[src/cbm_pkg.sv]
package cbm_pkg;

	// Mapper kind codes
	localparam logic [3:0] KIND_NONE    = 4'd0;
	localparam logic [3:0] KIND_MBC1    = 4'd1;
	localparam logic [3:0] KIND_MBC2    = 4'd2;
	localparam logic [3:0] KIND_MBC5    = 4'd4;
	localparam logic [3:0] KIND_MMM01   = 4'd7;
	localparam logic [3:0] KIND_MBC1_HU = 4'd8;

	// Configuration register indexes
	localparam logic [1:0] REG_MAPPER_KIND      = 2'd0;
	localparam logic [1:0] REG_MULTICART_LAYOUT = 2'd1;
	localparam logic [1:0] REG_ROM_BANK_TOTAL   = 2'd2;
	localparam logic [1:0] REG_RAM_BANK_TOTAL   = 2'd3;

	// Width of the raw ROM bank (base plus offset reaches 1022)
	localparam int unsigned RAW_W = 10;
	// One cell per dividend bit
	localparam int unsigned CELL_COUNT = RAW_W;
	localparam int unsigned RAM_REM_W = 5;

	typedef struct packed {
		logic       lower_window;
		logic [4:0] low_bank_bits;
		logic [1:0] high_bank_bits;
		logic       ram_banking_mode;
		logic [8:0] selected_rom_bank;
		logic [8:0] wide_rom_bank;
		logic       base_locked;
		logic [8:0] mmm01_base;
		logic [3:0] selected_ram_bank;
	} cbm_in_t;

	typedef struct packed {
		logic [8:0] rom_bank;
		logic [3:0] ram_bank;
	} cbm_out_t;

	// Partial remainders and dividend bits still to shift in
	typedef struct packed {
		logic [RAW_W-1:0]     rom_rem;
		logic [RAW_W-1:0]     rom_div;
		logic [RAM_REM_W-1:0] ram_rem;
		logic [RAW_W-1:0]     ram_div;
	} cbm_lane_t;

endpackage

[src/cartridge_bank_mapper.sv]
// Ten registered cells, one per raw bank bit, lie between the accepting edge and result valid.
// Throughput: one item per cycle while result_stall is low; each remainder cell holds one item.
// The chain length is set by the 10-bit raw bank that feeds the restoring modulo.
// Reset: valid flags clear, config returns to kind none, normal layout, two ROM
// banks, no RAM. Payload registers are not reset.
module cartridge_bank_mapper #(
	parameter int unsigned ROM_BANK_LIMIT = 512
) (
	input  logic               clk,
	input  logic               arst_n,
	input  logic               item_valid,
	output logic               item_stall,
	input  cbm_pkg::cbm_in_t   item,
	output logic               result_valid,
	input  logic               result_stall,
	output cbm_pkg::cbm_out_t  result,
	input  logic               psel,
	input  logic               penable,
	input  logic               pwrite,
	input  logic [3:0]         paddr,
	input  logic [31:0]        pwdata,
	output logic [31:0]        prdata,
	output logic               pready
);
	import cbm_pkg::*;

	localparam logic [RAW_W-1:0] LIMIT_W = RAW_W'(ROM_BANK_LIMIT);

	logic [3:0]           mapper_kind_q;
	logic                 multicart_layout_q;
	logic [RAW_W-1:0]     rom_total_q;
	logic [RAM_REM_W-1:0] ram_total_q;
	logic [RAW_W-1:0]     rom_div_by;
	logic [1:0]           reg_idx;

	cbm_lane_t            first_lane;
	cbm_lane_t            lane [CELL_COUNT+1];
	logic                 vld  [CELL_COUNT+1];
	logic                 go   [CELL_COUNT+1];

	// Configuration port: always ready, write on the access phase
	assign pready  = 1'b1;
	assign reg_idx = paddr[3:2];

	always_ff @(posedge clk or negedge arst_n) begin
		if (!arst_n) begin
			mapper_kind_q      <= KIND_NONE;
			multicart_layout_q <= 1'b0;
			rom_total_q        <= RAW_W'(2);
			ram_total_q        <= '0;
		end else if (psel && penable && pwrite) begin
			case (reg_idx)
				REG_MAPPER_KIND:      mapper_kind_q      <= pwdata[3:0];
				REG_MULTICART_LAYOUT: multicart_layout_q <= pwdata[0];
				REG_ROM_BANK_TOTAL:   rom_total_q        <= pwdata[RAW_W-1:0];
				REG_RAM_BANK_TOTAL:   ram_total_q        <= pwdata[RAM_REM_W-1:0];
				default: ;
			endcase
		end
	end

	always_comb begin
		case (reg_idx)
			REG_MAPPER_KIND:      prdata = {28'd0, mapper_kind_q};
			REG_MULTICART_LAYOUT: prdata = {31'd0, multicart_layout_q};
			REG_ROM_BANK_TOTAL:   prdata = {{(32-RAW_W){1'b0}}, rom_total_q};
			REG_RAM_BANK_TOTAL:   prdata = {{(32-RAM_REM_W){1'b0}}, ram_total_q};
			default:              prdata = '0;
		endcase
	end

	// Clamp the bank count to the supported limit before the reduction
	assign rom_div_by = (rom_total_q > LIMIT_W) ? LIMIT_W : rom_total_q;

	// Raw bank selection feeds the first cell directly
	cbm_bank_map u_map (
		.item             (item),
		.mapper_kind      (mapper_kind_q),
		.multicart_layout (multicart_layout_q),
		.lane             (first_lane)
	);

	assign lane[0] = first_lane;
	assign vld[0]  = item_valid;

	// A cell loads when it is empty or its successor moves on; the last one
	// moves on when the result is taken. Bubbles collapse, so an item is
	// accepted while a finished result still waits.
	assign go[CELL_COUNT] = !result_stall;

	genvar k;
	generate
		for (k = 0; k < CELL_COUNT; k++) begin : g_cell
			assign go[k] = !vld[k+1] || go[k+1];

			cbm_mod_cell u_cell (
				.clk        (clk),
				.arst_n     (arst_n),
				.load       (go[k]),
				.valid_in   (vld[k]),
				.lane_in    (lane[k]),
				.rom_div_by (rom_div_by),
				.ram_div_by (ram_total_q),
				.valid_out  (vld[k+1]),
				.lane_out   (lane[k+1])
			);
		end
	endgenerate

	assign item_stall   = !go[0];
	assign result_valid = vld[CELL_COUNT];

	// Zero counts force a zero bank; the remainder is meaningless then
	always_comb begin
		result.rom_bank = (rom_total_q == '0) ? 9'd0 : lane[CELL_COUNT].rom_rem[8:0];
		result.ram_bank = (ram_total_q == '0) ? 4'd0 : lane[CELL_COUNT].ram_rem[3:0];
	end

endmodule

[src/cbm_bank_map.sv]
module cbm_bank_map (
	input  cbm_pkg::cbm_in_t   item,
	input  logic [3:0]         mapper_kind,
	input  logic               multicart_layout,
	output cbm_pkg::cbm_lane_t lane
);
	import cbm_pkg::*;

	logic [4:0]       low_fix;
	logic [3:0]       mbc2_bank;
	logic [8:0]       mmm_off;
	logic [RAW_W-1:0] raw;
	logic [3:0]       ram_div;
	logic             mbc1_like;

	always_comb begin
		low_fix   = (item.low_bank_bits == 5'd0) ? 5'd1 : item.low_bank_bits;
		mbc2_bank = (item.selected_rom_bank[3:0] == 4'd0) ? 4'd1 : item.selected_rom_bank[3:0];
		mmm_off   = (item.selected_rom_bank == 9'd0) ? 9'd1 : item.selected_rom_bank;
		mbc1_like = (mapper_kind == KIND_MBC1) || (mapper_kind == KIND_MBC1_HU);
		raw       = '0;
		case (mapper_kind)
			KIND_NONE: begin
				raw = item.lower_window ? 10'd0 : 10'd1;
			end
			KIND_MBC1, KIND_MBC1_HU: begin
				if (multicart_layout) begin
					if (item.lower_window)
						raw = item.ram_banking_mode ? {4'd0, item.high_bank_bits, 4'd0} : 10'd0;
					else
						raw = {4'd0, item.high_bank_bits, item.low_bank_bits[3:0]};
				end else begin
					if (item.lower_window)
						raw = item.ram_banking_mode ? {3'd0, item.high_bank_bits, 5'd0} : 10'd0;
					else
						raw = {3'd0, item.high_bank_bits, low_fix};
				end
			end
			KIND_MBC2: begin
				raw = item.lower_window ? 10'd0 : {6'd0, mbc2_bank};
			end
			KIND_MBC5: begin
				raw = item.lower_window ? 10'd0 : {1'b0, item.wide_rom_bank};
			end
			KIND_MMM01: begin
				if (!item.base_locked)
					raw = item.lower_window ? 10'd0 : {1'b0, item.selected_rom_bank};
				else if (item.lower_window)
					raw = {1'b0, item.mmm01_base};
				else
					raw = {1'b0, item.mmm01_base} + {1'b0, mmm_off};
			end
			default: begin
				raw = item.lower_window ? 10'd0 : {1'b0, item.selected_rom_bank};
			end
		endcase

		// For MBC1 kinds, banking mode 0 pins the RAM bank to zero
		if (mbc1_like)
			ram_div = item.ram_banking_mode ? {2'd0, item.high_bank_bits} : 4'd0;
		else
			ram_div = item.selected_ram_bank;

		lane.rom_rem = '0;
		lane.rom_div = raw;
		lane.ram_rem = '0;
		lane.ram_div = {{(RAW_W-4){1'b0}}, ram_div};
	end

endmodule

[src/cbm_mod_cell.sv]
module cbm_mod_cell (
	input  logic                  clk,
	input  logic                  arst_n,
	input  logic                  load,
	input  logic                  valid_in,
	input  cbm_pkg::cbm_lane_t    lane_in,
	input  logic [cbm_pkg::RAW_W-1:0]     rom_div_by,
	input  logic [cbm_pkg::RAM_REM_W-1:0] ram_div_by,
	output logic                  valid_out,
	output cbm_pkg::cbm_lane_t    lane_out
);
	import cbm_pkg::*;

	logic [RAW_W:0]     rom_try;
	logic [RAM_REM_W:0] ram_try;
	cbm_lane_t          nxt;

	// One restoring step on each lane: shift in the next dividend bit, subtract if it fits
	always_comb begin
		rom_try = {lane_in.rom_rem, lane_in.rom_div[RAW_W-1]};
		if (rom_try >= {1'b0, rom_div_by})
			rom_try = rom_try - {1'b0, rom_div_by};
		ram_try = {lane_in.ram_rem, lane_in.ram_div[RAW_W-1]};
		if (ram_try >= {1'b0, ram_div_by})
			ram_try = ram_try - {1'b0, ram_div_by};
		nxt.rom_rem = rom_try[RAW_W-1:0];
		nxt.rom_div = {lane_in.rom_div[RAW_W-2:0], 1'b0};
		nxt.ram_rem = ram_try[RAM_REM_W-1:0];
		nxt.ram_div = {lane_in.ram_div[RAW_W-2:0], 1'b0};
	end

	always_ff @(posedge clk or negedge arst_n) begin
		if (!arst_n)
			valid_out <= 1'b0;
		else if (load)
			valid_out <= valid_in;
	end

	always_ff @(posedge clk) begin
		if (load)
			lane_out <= nxt;
	end

endmodule

[config.mk]
export PLATFORM = sky130hd
export DESIGN_NAME = cartridge_bank_mapper
export DESIGN_NICKNAME = d
export VERILOG_FILES = /design/src/cbm_pkg.sv /design/src/cartridge_bank_mapper.sv /design/src/cbm_bank_map.sv /design/src/cbm_mod_cell.sv
export SDC_FILE = /design/constraint.sdc
export NUM_CORES = 1
export LEC_CHECK = 0
export ABC_AREA = 1
export BUFFER_PORTS_ARGS = -buffer_cell sky130_fd_sc_hd__buf_2
export CAP_MARGIN = 20
export CORE_MARGIN = 2
export CORE_UTILIZATION = 50
export DETAILED_ROUTE_END_ITERATION = 8
export PLACE_DENSITY = 0.7
export SLEW_MARGIN = 5
export SYNTH_ARGS = -nofsm -noshare
export SYNTH_HDL_FRONTEND = slang
export SYNTH_SLANG_ARGS = --single-unit
[constraint.sdc]
create_clock -name clk -period 4.2 [get_ports clk]
set_input_delay 0.84 -clock clk [delete_from_list [all_inputs] [get_ports clk]]
set_output_delay 0.84 -clock clk [all_outputs]
set_load 0.1 [all_outputs]
After elaboration in Yosys (flattened, before gate mapping)
Index checks and enable logic that the tools add are counted.

operators by class
  add/sub/neg operators = 21
  magnitude comparators = 21
  equality and inequality tests = 8
  mux-type cells = 40
  reduce and logical (&&, ||, !) cells = 37

operators with widths
  kind                                                  count
  two-way mux 10 bit                                    14
  one-hot mux 32 bit (4 select lines)                   1
  >= comparator 11 x 10 -> 1 bit                        9
  subtractor 10 bit                                     8
  >= comparator 6 x 5 -> 1 bit                          9
  one-hot mux 10 bit (5 select lines)                   1
  two-way mux 5 bit                                     9
  two-way mux 9 bit                                     5
  subtractor 5 bit                                      8
  two-way mux 4 bit                                     5
  logical NOT 1 bit                                     12
  logical OR 1 bit                                      11
  adder 9 x 9 -> 10 bit                                 1
  >= comparator 1 x 10 -> 1 bit                         1
  > comparator 10 bit (second input constant)           1
  logical NOT 10 bit                                    1
  logical NOT 5 bit                                     2
  subtractor 1 x 10 -> 10 bit                           1
  logical NOT 9 bit                                     1
  subtractor 9 bit                                      1
  equality test 4 x 3 -> 1 bit (second input constant)  2
  logical NOT 4 bit                                     2
  AND reduction 2 bit                                   4
  two-way mux 7 bit                                     1
  other kinds (14)                                      17

word-level totals
  bits in registers = 253
  bits of input ports = 84
  output and inout bits = 48

Logic depth before layout (Yosys ltp)
Gate-level depths: netlist (run 1).

  word-level depth = 12
  mapped depth = 15
  mapped depth without buffers = 15

Cells and area by module
A second synthesis (run 1) with hierarchy kept.

unflattened totals
  cells, all modules = 2587
  area total of the unflattened synthesis = 23651.4 µm²

by module, submodules not included
  module                               times used  cells an instance  area an instance (µm²)
  cbm_mod_cell (g_cell[0].u_cell ...)  7           214                2112.0
  cbm_mod_cell (g_cell[4].u_cell ...)  2           214                2058.2
  cbm_mod_cell (g_cell[3].u_cell)      1           213                2059.5
  cartridge_bank_mapper                1           197                1370.1
  cbm_bank_map                         1           251                1321.3

Worst setup path before layout (run 1)
No wires, ideal clock.

  path type = register to output
  start point = register g_cell[9].u_cell.valid_out
  end point = output item_stall
  data arrival time = 4183 ps
  data required time = 3360 ps
  setup slack = -823 ps
  stages on the path, launching flop included = 9
  buffers on the path = 0
  path through = dfrtp_1 -> nand3_2 -> nor2_4 -> nand4_4 -> nor2_4 -> nand2_2 -> nor2_2 -> nand2_1 -> inv_1

between the ends
  longest elaborated chain between the ends = 12

RTL lines
  item                           line                          RTL
  start: declaration             cbm_mod_cell.sv:9             output logic valid_out,
  start signal: assignment       cbm_mod_cell.sv:36            valid_out <= valid_in;
  logical NOT 1 bit              cartridge_bank_mapper.sv:94   assign go[k] = !vld[k+1] || go[k+1];
  logical OR 1 bit (2 in a row)  cartridge_bank_mapper.sv:94
  net g_cell[8].u_cell.load      cbm_mod_cell.sv:4             input logic load,
  logical OR 1 bit (4 in a row)  cartridge_bank_mapper.sv:94
  net g_cell[4].u_cell.load      cbm_mod_cell.sv:4
  logical OR 1 bit (2 in a row)  cartridge_bank_mapper.sv:94
  net g_cell[2].u_cell.load      cbm_mod_cell.sv:4
  logical OR 1 bit (2 in a row)  cartridge_bank_mapper.sv:94
  logical NOT 1 bit              cartridge_bank_mapper.sv:110  assign item_stall = !go[0];
  end: declaration               cartridge_bank_mapper.sv:12   output logic item_stall,

The timed path passes the listed nets, and every way through them passes these cells.

==> flow_summary.yaml, run 1 <==
timing:
  fmax_mhz: 264
  worstMarginPinSlew_ns: 0.994
  setup_violations: 0
  fin_worst_skew_ns: 0.0173
  setup_tns_ns: 0
  maxSlewViolCount: 0
  final-hold-violation-count: 0
  relSlewSlack: 0.337
  post-route-period-util: 0.901
  grt_setup_unrepaired: "no"
  finalWorstPathRequiredPeriod_ns: 3.78
cts:
  htree_levels: 1
  cts_setup_buffers: 0
  postCtsResizedCells: 0
  clock-sinks: 253
  ctsHoldBuffers: 0
  clk_latency_ns: 0.55
  cts_tree: "done"
  cts.root.buffer_cell: "sky130_fd_sc_hd__clkbuf_16"
  clkSlewWorstSetupHoldPaths_ns: 0.06
  cts-buffers-inserted: 28
  clock_tree.buffer_depth: 3
layout:
  layout_common_cells: "sky130_fd_sc_hd__nand2_1, sky130_fd_sc_hd__inv_1, sky130_fd_sc_hd__edfxtp_1, sky130_fd_sc_hd__nor2_1, sky130_fd_sc_hd__ha_1"
  area_growth_pct: 10.9
  drive_gt1_frac: 0.100
  number_of_non_filler_instances_in_the_completed_layout: 2457
  finalNetCount: 2236
  most_common_cell_after_layout_fill_and_taps_aside: "sky130_fd_sc_hd__nand2_1"
die:
  io-pin-count: 132
  initial_utilization: 0.504
  rows: 67
  die_width_um: 187
  dieArea_sq_um: 35100
  area_inside_the_core_boundary_sq_um: 33300
  y_dimension_of_the_die_um: 187
min_path:
  worst_hold_path_type: "primary input to asynchronous set/reset pin"
power_and_ir_drop:
  power_leakage_nw: 8.68
  power_density_nw_per_um2: 824
  peakVddDrop_uv: 818
placement:
  port-buffer-count: 84
  place.detailed.hpwl_mm: 28.0
  place_inst: 2402
  place.gp.congestion: 0.909
global_routing:
  grt_pass1_vias: 12676
  grt_overall_usage: 0.214
  grt-ovfl-total: 0
  largest_net_degree_at_the_start_of_global_routing: 31
  grt_antenna_before_repair: 5
  grt_first_pass_wirelength_mm: 61.4
critical_path:
  r2r.worst_path.cells: 10
  worstSetupPathType: "flip-flop to output pin"
  worstPathBufferInverterCount: 3
  critical_path.cell_chain: "inv_1 > ha_1 > inv_1 > nor3_1 > ha_1 > nor2_1 > buf_2"
  worstSetupEndpointType: "output pin"
  worst_r2r_startpoint: "rom_total_q[2]$_DFFE_PN0P_"
  worst_path_max_delay_cell: "sky130_fd_sc_hd__dfrtp_2"
  reg2reg_setup_slack_ns: 0.71
  start_kind: "flip-flop"
  startpoint: "ram_total_q[1]$_DFFE_PN0P_"
  slowest_delay_ns: 0.64
  worst_path_top_cell_family_by_delay: "buffers and inverters"
  crit_fanout: 12
  worstPathArrival_ns: 2.94
  required_time_worst_endpoint_ns: 3.36
  worstReg2RegEnd: "g_cell[5].u_cell.lane_out[26]$_DFFE_PP_"
synth:
  synth_enable_flop_cells: 223
  synth-seq-area-share: 0.444
  synth-seq-cells: 253
  ys_warns: 0
  postSynthCellCount: 1879
  synth.distinct_cells: 49
  commonest_register_cell_after_synthesis: "sky130_fd_sc_hd__edfxtp_1"
  postSynthAreaPerCell_sq_um: 8.93
  mappedNetlistArea_sq_um: 16800
  synth_async_sr_flop_share: 0.119
detailed_routing:
  detail_route.vias_per_cell: 5.36
  detailedRoute.firstIterationViolations: 984
  post-route-drc-count: 0
  vias_after_detailed_routing: 13169
  routed_wire_length_per_instance_um: 15.2
  dr.pass1.iters: 6
  wirelength_mm: 37.4
  detail-route-antenna-nets: 0
run:
  cap_viol_max_count: 0
run_status:
  outcome: "finished, final reports clean"
power by group:
| part | total (mW) | internal (mW) | switching, mW |
|---|---|---|---|
| clock network | 2.42 | 1.42 | 0.998 |
| logic | 8.01 | 2.81 | 5.20 |
| registers | 4.91 | 4.37 | 0.541 |
stage by stage:
| step | instance area, sq um | utilization | setup slack, ns | power [mW] | hold WS (ns) |
|---|---|---|---|---|---|
| 3_3_place_gp | 17700 | 0.531 | 0.614 | 12.6 | 0.402 |
| 2_1_floorplan | 16900 | - | 0.0506 | 11.3 | 0.400 |
| 5_1_grt | 18600 | 0.559 | 0.232 | 16.7 | 0.393 |
| 6_report | 18600 | 0.560 | 0.416 | 15.3 | 0.357 |
| 4_1_cts | 18600 | 0.559 | 0.0301 | 15.4 | 0.359 |
| 3_5_place_dp | 17700 | 0.531 | 0.611 | 12.9 | 0.405 |
logic make-up after synthesis:
kind of cell | share of synthesized area
and+or+nand+nor | 0.188
AOI/OAI and AO/OA | 0.114
buffers and inverters | 0.0754
DFF | 0.444
adders and majority gates | 0.133
xor gates and xnor gates | 0.0459
other | 0.000447
registers in the layout, summed over array words and instances (netlist names):
register / flops
g_cell.u_cell.lane_out: 223
multicart_layout_q: 1
rom_total_q: 10
ram_total_q: 5
g_cell.u_cell.valid_out: 10
mapper_kind_q: 4
how the worst max path moves through the flow:
stage	endpoint	cells after the start	slack, ns
detailed placement	result[0]	7	0.61
finish	result[0]	7	0.42
floorplan	item_stall	8	0.05
global placement	result[0]	7	0.61
CTS	result[0]	7	0.03
global route	result[0]	7	0.23
routing by layer:
metal  share of wire  vias to the layer above  global-route usage
met1            0.44                     6128               0.277
met4           0.021                        4              0.0614
met5         0.00051                        -                   0
li1                -                     6566                   -
met2            0.47                      400               0.363
met3           0.072                       71              0.0433
layout make-up:
type	instances	area, sq um
inverter	250	942
tap	448	561
fill	2932	14700
clock inverter	14	139
antenna	2	5.00
multi-input combinational	1350	8160
clock buffer	38	778
timing repair buffer	102	591
sequential	253	7450
Yosys cell counts, types with 14 or more instances:
library cell	n	area, sq um
sky130_fd_sc_hd__nand2_1	370	1390
sky130_fd_sc_hd__inv_1	249	935
sky130_fd_sc_hd__edfxtp_1	223	6700
sky130_fd_sc_hd__nor2_1	156	586
sky130_fd_sc_hd__ha_1	148	1850
sky130_fd_sc_hd__a21oi_1	143	716
sky130_fd_sc_hd__o21ai_0	143	716
sky130_fd_sc_hd__nand3_1	99	495
sky130_fd_sc_hd__xor2_1	58	508
sky130_fd_sc_hd__nor3_1	33	165
sky130_fd_sc_hd__xnor2_1	30	263
sky130_fd_sc_hd__dfrtp_1	29	726
sky130_fd_sc_hd__buf_4	23	173
sky130_fd_sc_hd__nand4_1	23	144
sky130_fd_sc_hd__fa_1	19	380
sky130_fd_sc_hd__o211ai_1	14	105
Power figures use the tool's default switching activity.
==> inputs of run 2 (changes only) <==
Settings changed: CTS_BUF_LIST set to sky130_fd_sc_hd__clkbuf_16.
==> flow_summary.yaml, run 2 (synthesized netlist as in run 1, its figures left out) <==
critical_path:
  worstSetupPathType: "flip-flop to output pin"
  worstReg2RegEnd: "g_cell[5].u_cell.lane_out[26]$_DFFE_PP_"
  worstSetupEndpointType: "output pin"
  r2r.worst_path.cells: 10
  worstPathArrival_ns: 2.93
  slowest_delay_ns: 0.63
  required_time_worst_endpoint_ns: 3.36
  critical_path.cell_chain: "inv_1 > ha_1 > inv_1 > nor3_1 > ha_1 > nor2_1 > buf_2"
  start_kind: "flip-flop"
  reg2reg_setup_slack_ns: 0.75
  worst_path_max_delay_cell: "sky130_fd_sc_hd__dfrtp_2"
  worst_r2r_startpoint: "rom_total_q[2]$_DFFE_PN0P_"
  crit_fanout: 12
cts:
  clock-sinks: 253
  cts.root.buffer_cell: "sky130_fd_sc_hd__clkbuf_16"
  cts_tree: "done"
  clkSlewWorstSetupHoldPaths_ns: 0.06
  clock_tree.buffer_depth: 3
  cts-buffers-inserted: 28
  htree_levels: 1
  clk_latency_ns: 0.55
  ctsHoldBuffers: 0
detailed_routing:
  detail_route.vias_per_cell: 5.35
  dr.pass1.iters: 7
  wirelength_mm: 37.3
  detail-route-antenna-nets: 0
  post-route-drc-count: 0
  vias_after_detailed_routing: 13147
  routed_wire_length_per_instance_um: 15.2
  detailedRoute.firstIterationViolations: 943
layout:
  top_regs: "g_cell.u_cell.lane_out x223, g_cell.u_cell.valid_out x10, rom_total_q x10"
  regMostFlops: "g_cell.u_cell.lane_out"
  area_growth_pct: 10.7
  drive_gt1_frac: 0.0982
  most_common_cell_after_layout_fill_and_taps_aside: "sky130_fd_sc_hd__nand2_1"
  flip_flop_count_of_the_largest_register_after_layout: 223
  layout_common_cells: "sky130_fd_sc_hd__nand2_1, sky130_fd_sc_hd__inv_1, sky130_fd_sc_hd__edfxtp_1, sky130_fd_sc_hd__nor2_1, sky130_fd_sc_hd__ha_1"
  finalNetCount: 2236
die:
  area_inside_the_core_boundary_sq_um: 33300
  die_width_um: 187
  io-pin-count: 132
  y_dimension_of_the_die_um: 187
  initial_utilization: 0.504
  dieArea_sq_um: 35100
  rows: 67
global_routing:
  largest_net_degree_at_the_start_of_global_routing: 31
  grt_first_pass_wirelength_mm: 61.4
  grt_pass1_vias: 12656
  grt_antenna_before_repair: 5
  grt_overall_usage: 0.214
  grt-ovfl-total: 0
timing:
  relSlewSlack: 0.337
  grt_setup_unrepaired: "no"
  finalWorstPathRequiredPeriod_ns: 3.77
  worstMarginPinSlew_ns: 0.993
  maxSlewViolCount: 0
  post-route-period-util: 0.898
  final-hold-violation-count: 0
  fmax_mhz: 265
  worst_setup_margin_ns: 0.430
  fin_worst_skew_ns: 0.0165
  setup_tns_ns: 0
  setup_violations: 0
placement:
  place_ws_ns: 0.611
  port-buffer-count: 84
  place.gp.congestion: 0.909
  place.detailed.hpwl_mm: 28.0
run:
  cap_viol_max_count: 0
power_and_ir_drop:
  power_density_nw_per_um2: 821
  power_leakage_nw: 8.69
  peakVddDrop_uv: 818
  power_internal_mw: 8.52
  combinationalPowerShare: 0.525
  power.clock.fraction: 0.153
  share_seq_of_total_power: 0.322
  net_load_switching_power_mw: 6.73
  switching_share: 0.441
run_status:
  outcome: "finished, final reports clean"
min_path:
  worst_hold_path_type: "primary input to asynchronous set/reset pin"
## run 2: final cells by class
class	instances	area, sq um
fill	2936	14700
multi-input combinational	1350	8160
sequential	253	7450
inverter	250	942
clock buffer	28	701
timing repair buffer	102	591
tap	448	561
clock inverter	24	176
antenna	2	5.00
## run 2: power groups by stage
stage	registers [mW]	clock network [mW]	logic (mW)
3_5_place_dp	4.96	0	7.92
6_report	4.91	2.33	8.00
5_1_grt	5.03	2.49	9.14
3_3_place_gp	4.92	0	7.64
2_1_floorplan	4.76	0	6.57
4_1_cts	4.91	2.38	7.99
## run 2: critical path: cells and delay by family, from the launching register on
kind	cells	cell delay (ns)
buffers and inverters	3	0.89
adders and majority gates	2	0.66
DFF	1	0.63
and+or+nand+nor	2	0.19
## run 2: how the worst max path moves through the flow
stage	start	endpoint	slack, ns	cells after the start
final	ram_total_q[1]$_DFFE_PN0P_	result[0]	0.43	7
after global routing	ram_total_q[1]$_DFFE_PN0P_	result[0]	0.23	7
after CTS	ram_total_q[1]$_DFFE_PN0P_	result[0]	0.03	7
after detailed placement	ram_total_q[1]$_DFFE_PN0P_	result[0]	0.61	7
after global placement	ram_total_q[1]$_DFFE_PN0P_	result[0]	0.61	7
after floorplan	result_stall	item_stall	0.05	8
## run 2: routing by layer
layer  part of all wire  vias up  track usage
met5            0.00059        -            0
met4              0.020        4       0.0611
met3              0.069       69       0.0433
met2               0.47      353        0.363
met1               0.44     6151        0.277
li1                   -     6570            -
## run 2: repair_timing
| item | in CTS | in global routing |
|---|---|---|
| resized for setup | 0 | 1 |
| hold endpoints to repair | 0 | 0 |
| setup endpoints to repair | 0 | 4 |
| setup buffers | 0 | 0 |
## run 2: metrics by stage
step / power (mW) / area (sq um) / util / std cells / hold slack (ns)
after CTS: 15.3 / 18500 / 0.557 / 2454 / 0.358
after global placement: 12.6 / 17700 / 0.531 / 2402 / 0.402
final: 15.2 / 18600 / 0.558 / 2457 / 0.359
after floorplan: 11.3 / 16900 / - / 1900 / 0.400
after detailed placement: 12.9 / 17700 / 0.531 / 2402 / 0.405
after global routing: 16.7 / 18600 / 0.558 / 2455 / 0.393
